## config.mk

```make
export PLATFORM = sky130hd
export DESIGN_NAME = gyro_calibrate_and_anomaly_detect
export DESIGN_NICKNAME = d
export VERILOG_FILES = /design/src/rtl/core/gcad_pkg.sv /design/src/rtl/core/gyro_calibrate_and_anomaly_detect.sv /design/src/rtl/core/gcad_queue.sv /design/src/rtl/core/gcad_front.sv /design/src/rtl/core/gcad_back.sv
export SDC_FILE = /design/constraint.sdc
export NUM_CORES = 2
export LEC_CHECK = 0
export BUFFER_PORTS_ARGS = -buffer_cell sky130_fd_sc_hd__buf_2
export CORE_MARGIN = 3
export CORE_UTILIZATION = 28
export CTS_CLUSTER_SIZE = 16
export DETAILED_ROUTE_END_ITERATION = 12
export GPL_TIMING_DRIVEN = 0
export PLACE_DENSITY = 0.49
export RECOVER_POWER = 25
export SYNTH_ARGS = -nofsm -noshare
export SYNTH_HDL_FRONTEND = slang
export SYNTH_HIERARCHICAL = 1
export SYNTH_SLANG_ARGS = --single-unit
```

## constraint.sdc

```tcl
create_clock -name i_clk -period 4.55 [get_ports i_clk]
set_input_delay 0.455 -clock i_clk [delete_from_list [all_inputs] [get_ports i_clk]]
set_output_delay 0.455 -clock i_clk [all_outputs]
set_load 0.005 [all_outputs]
```

## src/rtl/core/gcad_pkg.sv

```systemverilog
// Shared constants, register codes and configuration types for the gyro calibration block.
package gcad_pkg;

    // Configuration register geometry
    localparam int CFG_W    = 16;
    localparam int ADDR_W   = 4;
    localparam int PDATA_W  = 32;

    // Training counter and divisor widths (divisor may reach 65536)
    localparam int CNT_W    = 16;
    localparam int DIV_W    = CNT_W + 1;

    // Register reset values
    localparam logic [CFG_W-1:0] CALIB_RST   = 16'd500;
    localparam logic [CFG_W-1:0] LMARGIN_RST = 16'd105;
    localparam logic [CFG_W-1:0] JMARGIN_RST = 16'd236;

    // Register indexes (byte address = 4 * index)
    typedef enum logic [1:0] {
        REG_CALIB   = 2'd0,
        REG_LMARGIN = 2'd1,
        REG_JMARGIN = 2'd2
    } t_reg_idx;

    // Configuration seen by the back end
    typedef struct packed {
        logic [CFG_W-1:0] calib_count;
        logic [CFG_W-1:0] level_margin;
        logic [CFG_W-1:0] jump_margin;
    } t_cfg;

endpackage

```

## src/rtl/core/gyro_calibrate_and_anomaly_detect.sv

```systemverilog
// An accepted sample passes through the front-to-back queue and the result queue
// before it shows on the result ports. Throughput: one sample per cycle while the
// result queue has room; the last training sample starts a divide in the per-axis
// dividers, and later samples wait in the front-to-back queue until it finishes.
// Reset (synchronous, i_rst_n low): registers to defaults, statistics, previous
// sample and training count to zero, all queues emptied.
module gyro_calibrate_and_anomaly_detect #(
    parameter int SAMPLE_BITS = 16
) (
    input  logic                           i_clk,
    input  logic                           i_rst_n,
    // Sample channel
    input  logic                           push,
    output logic                           full,
    input  logic signed [SAMPLE_BITS-1:0]  i_sample_x,
    input  logic signed [SAMPLE_BITS-1:0]  i_sample_y,
    input  logic signed [SAMPLE_BITS-1:0]  i_sample_z,
    // Result channel
    output logic                           empty,
    input  logic                           pop,
    output logic                           o_training,
    output logic [2:0]                     o_above_flags,
    output logic [2:0]                     o_below_flags,
    output logic [2:0]                     o_jump_flags,
    output logic [SAMPLE_BITS-1:0]         o_jump_x,
    output logic [SAMPLE_BITS-1:0]         o_jump_y,
    output logic [SAMPLE_BITS-1:0]         o_jump_z,
    // Configuration port
    input  logic                           psel,
    input  logic                           penable,
    input  logic                           pwrite,
    input  logic [gcad_pkg::ADDR_W-1:0]    paddr,
    input  logic [gcad_pkg::PDATA_W-1:0]   pwdata,
    output logic [gcad_pkg::PDATA_W-1:0]   prdata,
    output logic                           pready
);

    localparam int SB    = SAMPLE_BITS;
    localparam int MID_W = 6 * SB;
    localparam int OUT_W = 10 + 3 * SB;

    gcad_pkg::t_cfg              r_cfg;
    gcad_pkg::t_reg_idx          reg_idx;
    logic                        cfg_wr;

    logic signed [SB-1:0]        in_sample  [3];
    logic        [SB-1:0]        in_jump    [3];
    logic signed [SB-1:0]        mid_sample [3];
    logic        [SB-1:0]        mid_jump   [3];
    logic                        in_take;
    logic [MID_W-1:0]            mid_wdata;
    logic [MID_W-1:0]            mid_rdata;
    logic                        mid_empty;
    logic                        mid_pop;
    logic                        out_full;
    logic                        out_push;
    logic                        bk_training;
    logic [2:0]                  bk_above;
    logic [2:0]                  bk_below;
    logic [2:0]                  bk_jflags;
    logic [OUT_W-1:0]            out_wdata;
    logic [OUT_W-1:0]            out_rdata;

    // Configuration registers
    assign pready  = 1'b1;
    assign reg_idx = gcad_pkg::t_reg_idx'(paddr[3:2]);
    assign cfg_wr  = psel && penable && pwrite && pready;

    always_ff @(posedge i_clk) begin
        if (!i_rst_n) begin
            r_cfg.calib_count  <= gcad_pkg::CALIB_RST;
            r_cfg.level_margin <= gcad_pkg::LMARGIN_RST;
            r_cfg.jump_margin  <= gcad_pkg::JMARGIN_RST;
        end else if (cfg_wr) begin
            case (reg_idx)
                gcad_pkg::REG_CALIB:   r_cfg.calib_count  <= pwdata[gcad_pkg::CFG_W-1:0];
                gcad_pkg::REG_LMARGIN: r_cfg.level_margin <= pwdata[gcad_pkg::CFG_W-1:0];
                gcad_pkg::REG_JMARGIN: r_cfg.jump_margin  <= pwdata[gcad_pkg::CFG_W-1:0];
                default: ;
            endcase
        end
    end

    // Register readback
    always_comb begin
        case (reg_idx)
            gcad_pkg::REG_CALIB:   prdata = gcad_pkg::PDATA_W'(r_cfg.calib_count);
            gcad_pkg::REG_LMARGIN: prdata = gcad_pkg::PDATA_W'(r_cfg.level_margin);
            gcad_pkg::REG_JMARGIN: prdata = gcad_pkg::PDATA_W'(r_cfg.jump_margin);
            default:               prdata = '0;
        endcase
    end

    // Front end
    assign in_take      = push && !full;
    assign in_sample[0] = i_sample_x;
    assign in_sample[1] = i_sample_y;
    assign in_sample[2] = i_sample_z;

    gcad_front #(
        .SAMPLE_BITS (SAMPLE_BITS)
    ) u_front (
        .i_clk    (i_clk),
        .i_rst_n  (i_rst_n),
        .i_take   (in_take),
        .i_sample (in_sample),
        .o_jump   (in_jump)
    );

    assign mid_wdata = {in_sample[0], in_sample[1], in_sample[2],
                        in_jump[0], in_jump[1], in_jump[2]};

    // Queue between front and back
    gcad_queue #(
        .WIDTH (MID_W),
        .DEPTH (2)
    ) u_mid_q (
        .i_clk   (i_clk),
        .i_rst_n (i_rst_n),
        .i_push  (push),
        .i_data  (mid_wdata),
        .o_full  (full),
        .i_pop   (mid_pop),
        .o_data  (mid_rdata),
        .o_empty (mid_empty)
    );

    assign mid_sample[0] = mid_rdata[6*SB-1:5*SB];
    assign mid_sample[1] = mid_rdata[5*SB-1:4*SB];
    assign mid_sample[2] = mid_rdata[4*SB-1:3*SB];
    assign mid_jump[0]   = mid_rdata[3*SB-1:2*SB];
    assign mid_jump[1]   = mid_rdata[2*SB-1:SB];
    assign mid_jump[2]   = mid_rdata[SB-1:0];

    // Back end
    gcad_back #(
        .SAMPLE_BITS (SAMPLE_BITS)
    ) u_back (
        .i_clk      (i_clk),
        .i_rst_n    (i_rst_n),
        .i_cfg      (r_cfg),
        .i_in_empty (mid_empty),
        .o_in_pop   (mid_pop),
        .i_sample   (mid_sample),
        .i_jump     (mid_jump),
        .i_out_full (out_full),
        .o_out_push (out_push),
        .o_training (bk_training),
        .o_above    (bk_above),
        .o_below    (bk_below),
        .o_jflags   (bk_jflags)
    );

    assign out_wdata = {bk_training, bk_above, bk_below, bk_jflags,
                        mid_jump[0], mid_jump[1], mid_jump[2]};

    // Result queue
    gcad_queue #(
        .WIDTH (OUT_W),
        .DEPTH (2)
    ) u_out_q (
        .i_clk   (i_clk),
        .i_rst_n (i_rst_n),
        .i_push  (out_push),
        .i_data  (out_wdata),
        .o_full  (out_full),
        .i_pop   (pop),
        .o_data  (out_rdata),
        .o_empty (empty)
    );

    assign o_training    = out_rdata[OUT_W-1];
    assign o_above_flags = out_rdata[OUT_W-2:OUT_W-4];
    assign o_below_flags = out_rdata[OUT_W-5:OUT_W-7];
    assign o_jump_flags  = out_rdata[OUT_W-8:OUT_W-10];
    assign o_jump_x      = out_rdata[3*SB-1:2*SB];
    assign o_jump_y      = out_rdata[2*SB-1:SB];
    assign o_jump_z      = out_rdata[SB-1:0];

endmodule

```

## src/rtl/core/gcad_queue.sv

```systemverilog
// Small synchronous queue between pipeline sections.
module gcad_queue #(
    parameter int WIDTH = 8,
    parameter int DEPTH = 2
) (
    input  logic             i_clk,
    input  logic             i_rst_n,
    input  logic             i_push,
    input  logic [WIDTH-1:0] i_data,
    output logic             o_full,
    input  logic             i_pop,
    output logic [WIDTH-1:0] o_data,
    output logic             o_empty
);

    localparam int AW = (DEPTH > 1) ? $clog2(DEPTH) : 1;

    logic [WIDTH-1:0] r_mem [DEPTH];
    logic [AW-1:0]    r_wr_ptr;
    logic [AW-1:0]    r_rd_ptr;
    logic [AW:0]      r_count;
    logic             wr_en;
    logic             rd_en;

    assign o_full  = (r_count == (AW+1)'(DEPTH));
    assign o_empty = (r_count == '0);
    assign wr_en   = i_push && !o_full;
    assign rd_en   = i_pop && !o_empty;
    assign o_data  = r_mem[r_rd_ptr];

    // Storage
    always_ff @(posedge i_clk) begin
        if (wr_en) begin
            r_mem[r_wr_ptr] <= i_data;
        end
    end

    // Pointers and fill level
    always_ff @(posedge i_clk) begin
        if (!i_rst_n) begin
            r_wr_ptr <= '0;
            r_rd_ptr <= '0;
            r_count  <= '0;
        end else begin
            if (wr_en) begin
                r_wr_ptr <= (r_wr_ptr == AW'(DEPTH - 1)) ? '0 : r_wr_ptr + AW'(1);
            end
            if (rd_en) begin
                r_rd_ptr <= (r_rd_ptr == AW'(DEPTH - 1)) ? '0 : r_rd_ptr + AW'(1);
            end
            if (wr_en && !rd_en) begin
                r_count <= r_count + (AW+1)'(1);
            end else if (rd_en && !wr_en) begin
                r_count <= r_count - (AW+1)'(1);
            end
        end
    end

endmodule

```

## src/rtl/core/gcad_front.sv

```systemverilog
// Front end: holds the previous sample and computes per-axis absolute jumps.
module gcad_front #(
    parameter int SAMPLE_BITS = 16
) (
    input  logic                          i_clk,
    input  logic                          i_rst_n,
    input  logic                          i_take,
    input  logic signed [SAMPLE_BITS-1:0] i_sample [3],
    output logic        [SAMPLE_BITS-1:0] o_jump   [3]
);

    logic signed [SAMPLE_BITS-1:0] r_prev [3];
    logic signed [SAMPLE_BITS:0]   diff   [3];

    // |sample - previous|, always fits in SAMPLE_BITS unsigned
    always_comb begin
        for (int a = 0; a < 3; a++) begin
            diff[a]   = (SAMPLE_BITS+1)'(i_sample[a]) - (SAMPLE_BITS+1)'(r_prev[a]);
            o_jump[a] = diff[a][SAMPLE_BITS] ? SAMPLE_BITS'(-diff[a])
                                             : diff[a][SAMPLE_BITS-1:0];
        end
    end

    // Previous sample follows every accepted beat
    always_ff @(posedge i_clk) begin
        if (!i_rst_n) begin
            for (int a = 0; a < 3; a++) begin
                r_prev[a] <= '0;
            end
        end else if (i_take) begin
            for (int a = 0; a < 3; a++) begin
                r_prev[a] <= i_sample[a];
            end
        end
    end

endmodule

```

## src/rtl/core/gcad_back.sv

```systemverilog
// Back end: training statistics, average-jump divider and anomaly flags.
module gcad_back #(
    parameter int SAMPLE_BITS = 16
) (
    input  logic                          i_clk,
    input  logic                          i_rst_n,
    input  gcad_pkg::t_cfg                i_cfg,
    input  logic                          i_in_empty,
    output logic                          o_in_pop,
    input  logic signed [SAMPLE_BITS-1:0] i_sample [3],
    input  logic        [SAMPLE_BITS-1:0] i_jump   [3],
    input  logic                          i_out_full,
    output logic                          o_out_push,
    output logic                          o_training,
    output logic [2:0]                    o_above,
    output logic [2:0]                    o_below,
    output logic [2:0]                    o_jflags
);

    localparam int SB = SAMPLE_BITS;
    localparam int JW = SAMPLE_BITS + gcad_pkg::CNT_W;
    localparam int SW = $clog2(JW + 1);
    localparam int CW = ((SAMPLE_BITS > gcad_pkg::CFG_W) ? SAMPLE_BITS : gcad_pkg::CFG_W) + 2;
    localparam int DW = gcad_pkg::DIV_W;

    typedef enum logic {
        S_RUN,
        S_DIV
    } t_state;

    t_state                         r_state, n_state;
    logic                           r_mon, n_mon;
    logic [gcad_pkg::CNT_W-1:0]     r_cnt, n_cnt;
    logic [DW-1:0]                  r_div, n_div;
    logic [SW-1:0]                  r_step, n_step;
    logic signed [SB-1:0]           r_max [3], n_max [3];
    logic signed [SB-1:0]           r_min [3], n_min [3];
    // Jump sum; after the divide it holds the quotient (average in low bits)
    logic [JW-1:0]                  r_sum [3], n_sum [3];
    logic [DW-1:0]                  r_rem [3], n_rem [3];

    logic                           take;
    logic [gcad_pkg::CNT_W-1:0]     cnt_inc;
    logic [gcad_pkg::CNT_W-1:0]     target;
    logic                           train_done;
    logic [DW:0]                    trial [3];
    logic                           qbit  [3];
    logic signed [CW-1:0]           s_e   [3];
    logic signed [CW-1:0]           hi_lim[3];
    logic signed [CW-1:0]           lo_lim[3];
    logic [CW-1:0]                  j_e   [3];
    logic [CW-1:0]                  j_lim [3];

    assign take       = (r_state == S_RUN) && !i_in_empty && !i_out_full;
    assign o_in_pop   = take;
    assign o_out_push = take;
    assign o_training = !r_mon;

    // Training end test; zero count behaves as one, counter wrap ends training
    assign cnt_inc    = r_cnt + gcad_pkg::CNT_W'(1);
    assign target     = (i_cfg.calib_count == '0) ? gcad_pkg::CNT_W'(1) : i_cfg.calib_count;
    assign train_done = (cnt_inc >= target) || (cnt_inc == '0);

    // Limit compares, wide enough to never overflow
    always_comb begin
        for (int a = 0; a < 3; a++) begin
            s_e[a]    = CW'(i_sample[a]);
            hi_lim[a] = CW'(r_max[a]) + CW'($signed({1'b0, i_cfg.level_margin}));
            lo_lim[a] = CW'(r_min[a]) - CW'($signed({1'b0, i_cfg.level_margin}));
            j_e[a]    = CW'(i_jump[a]);
            j_lim[a]  = CW'(r_sum[a][SB-1:0]) + CW'(i_cfg.jump_margin);
            o_above[a]  = r_mon && (s_e[a] > hi_lim[a]);
            o_below[a]  = r_mon && (s_e[a] < lo_lim[a]);
            o_jflags[a] = r_mon && (j_e[a] > j_lim[a]);
        end
    end

    // Restoring divide step, one quotient bit per cycle on each axis
    always_comb begin
        for (int a = 0; a < 3; a++) begin
            trial[a] = {r_rem[a], r_sum[a][JW-1]};
            qbit[a]  = (trial[a] >= {1'b0, r_div});
        end
    end

    // Next-state logic
    always_comb begin
        n_state = r_state;
        n_mon   = r_mon;
        n_cnt   = r_cnt;
        n_div   = r_div;
        n_step  = r_step;
        for (int a = 0; a < 3; a++) begin
            n_max[a] = r_max[a];
            n_min[a] = r_min[a];
            n_sum[a] = r_sum[a];
            n_rem[a] = r_rem[a];
        end
        case (r_state)
            S_RUN: begin
                if (take && !r_mon) begin
                    for (int a = 0; a < 3; a++) begin
                        if (i_sample[a] > r_max[a]) begin
                            n_max[a] = i_sample[a];
                        end
                        if (i_sample[a] < r_min[a]) begin
                            n_min[a] = i_sample[a];
                        end
                        n_sum[a] = r_sum[a] + JW'(i_jump[a]);
                        n_rem[a] = '0;
                    end
                    n_cnt = cnt_inc;
                    if (train_done) begin
                        n_state = S_DIV;
                        n_div   = (cnt_inc == '0) ? {1'b1, {gcad_pkg::CNT_W{1'b0}}}
                                                  : {1'b0, cnt_inc};
                        n_step  = SW'(JW);
                    end
                end
            end
            S_DIV: begin
                for (int a = 0; a < 3; a++) begin
                    n_rem[a] = qbit[a] ? DW'(trial[a] - {1'b0, r_div}) : trial[a][DW-1:0];
                    n_sum[a] = {r_sum[a][JW-2:0], qbit[a]};
                end
                n_step = r_step - SW'(1);
                if (r_step == SW'(1)) begin
                    n_state = S_RUN;
                    n_mon   = 1'b1;
                end
            end
            default: begin
                n_state = S_RUN;
            end
        endcase
    end

    // State and trained statistics
    always_ff @(posedge i_clk) begin
        if (!i_rst_n) begin
            r_state <= S_RUN;
            r_mon   <= 1'b0;
            r_cnt   <= '0;
            for (int a = 0; a < 3; a++) begin
                r_max[a] <= '0;
                r_min[a] <= '0;
                r_sum[a] <= '0;
            end
        end else begin
            r_state <= n_state;
            r_mon   <= n_mon;
            r_cnt   <= n_cnt;
            for (int a = 0; a < 3; a++) begin
                r_max[a] <= n_max[a];
                r_min[a] <= n_min[a];
                r_sum[a] <= n_sum[a];
            end
        end
    end

    // Divider working registers
    always_ff @(posedge i_clk) begin
        r_div  <= n_div;
        r_step <= n_step;
        for (int a = 0; a < 3; a++) begin
            r_rem[a] <= n_rem[a];
        end
    end

`ifndef SYNTHESIS
    a_div_blocks: assert property (@(posedge i_clk) disable iff (!i_rst_n)
        (r_state == S_DIV) |-> !o_in_pop)
        else $error("beat taken while divider busy");

    a_div_ends: assert property (@(posedge i_clk) disable iff (!i_rst_n)
        (r_state == S_DIV && r_step == SW'(1)) |=> (r_state == S_RUN && r_mon))
        else $error("divide did not finish into monitoring");

    a_mon_hold: assert property (@(posedge i_clk) disable iff (!i_rst_n)
        r_mon |=> (r_mon && $stable(r_cnt)))
        else $error("training state changed while monitoring");

    a_train_quiet: assert property (@(posedge i_clk) disable iff (!i_rst_n)
        (o_out_push && o_training) |-> ((o_above | o_below | o_jflags) == 3'b000))
        else $error("flag raised on a training beat");
`endif

endmodule

```

### Word level (Yosys, flattened, before mapping)

Memories as Yosys holds them, arrays and structs flattened. A register that Yosys moved wholly into a read port is not among the register bits.
Index checks and enable logic that the tools add are counted.

| cells by class | value |
|---|---|
| add/sub/neg operators | 31 |
| magnitude comparators | 19 |
| equality and inequality tests | 7 |
| mux-type cells | 62 |
| bitwise logic cells | 13 |
| reductions and logical operators | 46 |

Operators with widths:

| cell | number |
|---|---|
| 16-bit two-way mux | 19 |
| 48-bit two-way mux | 4 |
| 96-bit case mux with 2 select lines | 1 |
| 16-bit by 18-bit > comparator with 1-bit output | 6 |
| 51-bit case mux with 2 select lines | 1 |
| 32-bit by 16-bit adder with 32-bit output | 3 |
| 32-bit two-way mux | 3 |
| 96-bit two-way mux | 1 |
| 17-bit two-way mux | 4 |
| 16-bit by 17-bit adder with 18-bit output | 3 |
| 18-bit by 17-bit >= comparator with 1-bit output | 3 |
| 16-bit by 18-bit < comparator with 1-bit output | 3 |
| 16-bit by 17-bit subtractor with 18-bit output | 3 |
| 16-bit by 16-bit adder with 17-bit output | 3 |
| 51-bit two-way mux | 1 |
| 16-bit by 16-bit subtractor with 17-bit output | 3 |
| 17-bit subtractor | 3 |
| 16-bit > comparator | 3 |
| 16-bit < comparator | 3 |
| 16-bit negator | 3 |
| 16-bit case mux with 3 select lines | 1 |
| 16-bit logical NOT | 2 |
| 1-bit logical AND | 22 |
| 1-bit two-way mux | 19 |
| other kinds (23) | 61 |

| word-level totals | value |
|---|---|
| bits in registers | 97 |
| bits in writable memories | 599 |
| logic and storage cells | 200 |
| memories | 7 |

Memories:

| name | words | bits a word | rd ports | clocked after Yosys merged registers in | wr ports | RTL line | source |
|---|---|---|---|---|---|---|---|
| u_mid_q.r_mem | 2 | 96 | 1 | 1 | 1 | gcad_queue.sv:18 | `logic [WIDTH-1:0] r_mem [DEPTH];` |
| u_out_q.r_mem | 2 | 58 | 1 | 1 | 1 | gcad_queue.sv:18 |  |
| u_back.r_sum | 3 | 32 | 3 | 0 | 3 | gcad_back.sv:39 | `logic [JW-1:0] r_sum [3], n_sum [3];` |
| u_back.r_rem | 3 | 17 | 3 | 0 | 3 | gcad_back.sv:40 | `logic [DW-1:0] r_rem [3], n_rem [3];` |
| u_back.r_max | 3 | 16 | 3 | 0 | 3 | gcad_back.sv:36 | `logic signed [SB-1:0] r_max [3], n_max [3];` |
| u_back.r_min | 3 | 16 | 3 | 0 | 3 | gcad_back.sv:37 | `logic signed [SB-1:0] r_min [3], n_min [3];` |
| +1 memories | -- | -- | -- | -- | -- | -- |  |

### Depth between registers and ports, before layout

| logic depth | value |
|---|---|
| depth after elaboration | 9 |
| mapped depth | 19 |

### Hierarchy

Netlist, hierarchy kept.

By module, submodules not included:

| module | times used | cells an instance | area each (µm²) |
|---|---|---|---|
| gcad_back | 1 | 3,656 | 29,768.6 |
| gcad_queue (u_mid_q) | 1 | 324 | 7,323.3 |
| gcad_front | 1 | 656 | 5,461.5 |
| gcad_queue (u_out_q) | 1 | 205 | 4,415.5 |
| gyro_calibrate_and_anomaly_detect | 1 | 258 | 2,374.8 |

### Worst setup path before layout

No wires, ideal clock.

| path | value |
|---|---|
| kind | register to register |
| start point | register u_mid_q.r_count[0] |
| end point | memory u_mid_q/r_mem[0][0] (netlist name), enable pin |
| arrival | 4.286 ns |
| required time | 4.015 ns |
| path slack | -0.271 ns |
| stages on the path, launching flop included | 4 |
| clock period less this slack | 4.821 ns |
| cell sequence | dfxtp_1 -> nand2b_1 -> inv_2 -> nor3_2 |

| between the ends | value |
|---|---|
| word-level cells in the longest chain between the ends | 5 |

Ends and longest elaborated chain:

| what | RTL line | source |
|---|---|---|
| start, declared | gcad_queue.sv:21 | `logic [AW:0] r_count;` |
| start signal, assigned | gcad_queue.sv:52 | `r_count <= r_count + (AW+1)'(1);` |
| start signal, assigned | gcad_queue.sv:54 | `r_count <= r_count - (AW+1)'(1);` |
| 2-bit == test | gcad_queue.sv:25 | `assign o_full = (r_count == (AW+1)'(DEPTH));` |
| via full | gyro_calibrate_and_anomaly_detect.sv:14 | `output logic full,` |
| 1-bit logical NOT | gcad_queue.sv:27 | `assign wr_en = i_push && !o_full;` |
| 1-bit logical AND | gcad_queue.sv:27 |  |
| 1-bit two-way mux | gcad_queue.sv:33 | `if (wr_en) begin` |
| 1-bit two-way mux (not written as such) | gcad_queue.sv:34 | `r_mem[r_wr_ptr] <= i_data;` |
| end, declared | gcad_queue.sv:18 |  |

The timed path passes the listed nets, and every way through them passes these cells.

### Final worst setup path

| path | value |
|---|---|
| start point | register r_cfg[22] (netlist name) |
| end point | memory u_out_q/r_mem[0][51] (netlist name), data pin |

| between the ends | value |
|---|---|
| word-level cells in the longest chain between the ends | 3 |

Ends and longest elaborated chain:

| what | RTL line | source |
|---|---|---|
| start, declared | gyro_calibrate_and_anomaly_detect.sv:42 | `gcad_pkg::t_cfg r_cfg;` |
| 16-bit by 17-bit subtractor with 18-bit output | gcad_back.sv:69 | `lo_lim[a] = CW'(r_min[a]) - CW'($signed({1'b0, i_cfg.level_margin}));` |
| 16-bit by 18-bit < comparator with 1-bit output | gcad_back.sv:73 | `o_below[a] = r_mon && (s_e[a] < lo_lim[a]);` |
| 1-bit logical AND | gcad_back.sv:73 |  |
| via bk_below[0] | gyro_calibrate_and_anomaly_detect.sv:59 | `logic [2:0] bk_below;` |
| end, declared | gcad_queue.sv:18 |  |

The timed path passes the listed nets, and every way through them passes these cells.

==> results.ini <==
[synthesis]
ys.flop_type=edfxtp_1
netlist_area_um2=49300
synth_cell_type_count=107
avgSynthCellArea_um2=9.68
syn_inst=5099
synth_top_family_by_area=compound AO/OA/AOI/OAI gates
ys_seq_area_share_pct=37.0
synth_fa_ha_area_share_pct=15.1
async_reset_ff_share_pct=0
synth_xor_area_share_pct=5.54
ys_warn_count=6
synth_compound_area_share_pct=15.3
synth_mux_area_share_pct=7.92
synth_edf_count=430
synth-simple-area-share_pct=14.5
yosys_register_bits=698

[layout]
post-route-util_pct=32.4
synthToLayoutAreaGrowth_pct=14.7
drive_above_1_share_pct=9.81
nNetsFinal=6082
final_area_um2=56600

[timing]
setup_viol=0
rsz0062_at_grt=no
fin_tns_setup_ns=0
slew_headroom_pct=-48.4
skew_ns=0.0430
finalHoldViolCount=0
post-route-min-period_ns=4.33
maxSlewViolCount=44
fmax_mhz=231
fin_crit_sh_pct=95.3
worst_pin_slew_ns=2.23

[clock_network]
clk_pin_slew_ns=0.06
cts_made_buffers=85
cts_tree=built
htreeDepth=3
cts_num_sinks=698
clock-root-buffer=clkbuf_16
ctsLongestPathBuffers=3
clk_latency_ns=0.70

[place]
place_congestion=0.868
port-buffer-count=148
placed_cell_area_um2=53400
place_hpwl_um=126000

[flow_run]
drv_cap=2

[power_and_ir_drop]
clockPowerShare_pct=19.2
ir_drop_mv=0.309
internal_power_mw=20.6
swShare_pct=42.8
comb_power_share_pct=54.1
p_sw_mw=15.4
powerDensity_nw_per_um2=637
seqPwrFrac_pct=26.7
leakagePower_nw=22.8

[setup_path]
critPathArrivalTime_ns=4.79
critPathMaxStageDelay_ns=0.48
reg2reg_slack_ns=0.22
endpoint=u_out_q/r_mem[0][51]$_DFFE_PP_
startpoint_type=flip-flop
cpMaxStageDelayCell=dfxtp_4
cp_max_fo=6
r2r_cells=17
r2r_start=r_cfg[22]$_SDFFE_PN1P_
required_ns=5.01
crit_type=reg2reg
crit_start=r_cfg[22]$_SDFFE_PN1P_
r2r_end=u_out_q/r_mem[0][51]$_DFFE_PP_
path_cells=clkinvlp_4 -> ha_1 -> a211oi_2 -> nand2b_1 -> o211ai_1 -> a21oi_1 -> o2111ai_1 -> nand3_1 -> o41ai_2 -> xnor2_1 -> ha_1 -> a21o_1 -> a31oi_4 -> nand3_1 -> o21ai_2 -> nand4b_1 -> o31ai_2
cp-end-kind=flip-flop

[routing]
drtAntennaViolNets=0
detail_route.wirelength_um=163000
drc=0
vias_per_cell=5.03
vias=39200
wl_per_cell_um=20.9
drt-initial-drc-count=2591
dr.pass1.iters=6

[run_status]
violations=capacitance limit, slew limit
outcome=finished, violations left

[die]
num_rows=153
initial_utilization_pct=28.3
pin_count=184
die_w_um=426
die_y_um=426
die_area_um2=181000
core_area_um2=175000

[global_routing]
grt_overflow_total=0
grt_pass1_vias=38400
grt_pass1_wl_um=243000
antenna_found_initial=7
grt_usage_pct=17.6
grt_max_degree=61

[hold_path]
hold_class=in2reg

-- synthesized netlist by cell type (all sizes together), types with 139 or more instances --
cell type | count | area share (%)
ha | 567 | 14
nand2 | 445 | 3.4
edfxtp | 430 | 26
nor2 | 346 | 2.6
inv | 339 | 2.6
a21oi | 330 | 3.4
dfxtp | 268 | 11
o21ai | 243 | 2.5
mux2i | 193 | 3.9
xnor2 | 173 | 3.1
mux2 | 161 | 4.0
xor2 | 139 | 2.5
-- worst min path at each step --
stage | slack [ns] | depth (start not counted) | startpoint | to
floorplan | 0.45 | 2 | r_cfg[32]$_SDFFE_PN0P_ | r_cfg[32]$_SDFFE_PN0P_
global placement | 0.47 | 2 | u_back/r_max[0][21]$_SDFFE_PN0P_ | u_back/r_max[0][21]$_SDFFE_PN0P_
detailed placement | 0.47 | 2 | u_back/r_max[0][41]$_SDFFE_PN0P_ | u_back/r_max[0][41]$_SDFFE_PN0P_
CTS | 0.0001 | 1 | i_sample_y[8] | u_mid_q/r_mem[1][72]$_DFFE_PP_
global route | 0.06 | 3 | pwdata[4] | r_cfg[4]$_SDFFE_PN0P_
finish | 0.06 | 3 | pwdata[4] | r_cfg[20]$_SDFFE_PN0P_
-- stage by stage --
| step | hold WS [ns] | cells | worst slack [ns] | total power, mW |
|---|---|---|---|---|
| 6_report | 0.0644 | 7800 | 0.216 | 36.0 |
| 5_1_grt | 0.0642 | 7799 | 0.00647 | 38.9 |
| 4_1_cts | 0.000113 | 7791 | 0.00196 | 36.3 |
| 3_5_place_dp | 0.474 | 7599 | -1.46 | 29.0 |
| 3_3_place_gp | 0.467 | 7587 | -2.37 | 28.8 |
| 2_1_floorplan | 0.447 | 5114 | 0.507 | 23.2 |
-- metal layers --
layer  wire length (um)  part of all wire, %  track usage, %  vias to the layer above
li1                   -                    -               -                    19200
met1              71600                   44            22.2                    18900
met2              78400                   48            30.8                      812
met3               6270                  3.8            1.98                      266
met4               6950                  4.3            6.58                        2
met5                 13               0.0080               0                        -
-- logic make-up (layout without fill, tap and decap cells) --
| family | after synthesis | after routing |
|---|---|---|
| AND/OR/NAND/NOR | 1473 | 1473 |
| AO/OA/AOI/OAI | 1151 | 1151 |
| flip-flops | 698 | 698 |
| adder cells (fa/ha/maj) | 585 | 585 |
| buffers and inverters | 524 | 883 |
| multiplexers | 354 | 354 |
| XOR/XNOR | 312 | 312 |
| other | 2 | 19 |
-- sequential cells by signal, summed over array words and instances, names as in the netlist, 2 cells and up, named ones only --
name and flops:
u_mid_q/r_count 2, u_out_q/r_count 2, u_back/r_step 6, u_front/r_prev 48, u_back/r_rem 51, u_back/r_sum 96, u_mid_q/r_mem 192, u_back/r_max 48
r_cfg 48, u_back/r_min 48, u_back/r_div 17, u_back/r_cnt 16, u_out_q/r_mem 116
-- worst max-delay path: cells and delay by family (launching register included) --
kind | cells | cell delay (ns)
AOI/OAI and AO/OA | 9 | 2.11
DFF | 1 | 0.48
and+or+nand+nor | 4 | 0.51
buffers and inverters | 1 | 0.19
adders and majority gates | 2 | 0.64
xor gates and xnor gates | 1 | 0.17
-- power groups by stage --
stage | registers [mW] | clock network (mW) | logic (mW)
2_1_floorplan | 9.39 | 0 | 13.8
3_3_place_gp | 9.87 | 0 | 18.9
3_5_place_dp | 9.74 | 0 | 19.3
4_1_cts | 9.62 | 7.12 | 19.5
5_1_grt | 9.76 | 7.34 | 21.8
6_report | 9.61 | 6.92 | 19.5
-- area by class of cell --
| class | instances | area [um2] |
|---|---|---|
| plain buffers | 185 | 972 |
| flip-flops and latches | 698 | 18300 |
| repair buffers | 205 | 1360 |
| multi-input cells | 3892 | 28900 |
| well taps | 2325 | 2910 |
| fillers | 18100 | 118000 |
| diodes | 2 | 5.00 |
| clock inverters | 39 | 440 |
| inverters | 339 | 1290 |
| clock buffers | 115 | 2360 |
-- cell usage in the layout, fill, tap and decap left out, types with 23 or more instances in the layout --
cell	instances
xor2_1	139
a21oi_1	323
nor2b_1	83
a311oi_1	29
dfxtp_1	254
mux2_1	68
or2_2	30
buf_4	50
o21a_1	52
o21bai_1	27
nor2_1	345
mux2_4	26
edfxtp_1	430
inv_1	330
mux2_2	67
o21ai_0	225
nand4_1	66
a21o_1	120
ha_1	567
or3_1	33
and2_1	28
and3_1	82
nand2b_1	67
o31ai_1	27
buf_2	122
dlygate4sd3_1	28
nand3_1	111
a211oi_1	47
clkbuf_1	172
nor3_1	92
a31oi_1	43
clkbuf_16	88
nor4_1	23
mux2i_1	190
o211ai_1	24
xnor2_1	173
nand2_1	444
-- repair_timing --
| action | CTS | global route |
|---|---|---|
| gates resized for setup | 30 | 20 |
| buffers inserted | 10 | 7 |
| endpoints found under the setup margin | 20 | 13 |
| hold endpoints to repair | 52 | 0 |
| pin swaps | 1 | 3 |
| hold buffers | 28 | 0 |
(Power assumes the default switching activity.)
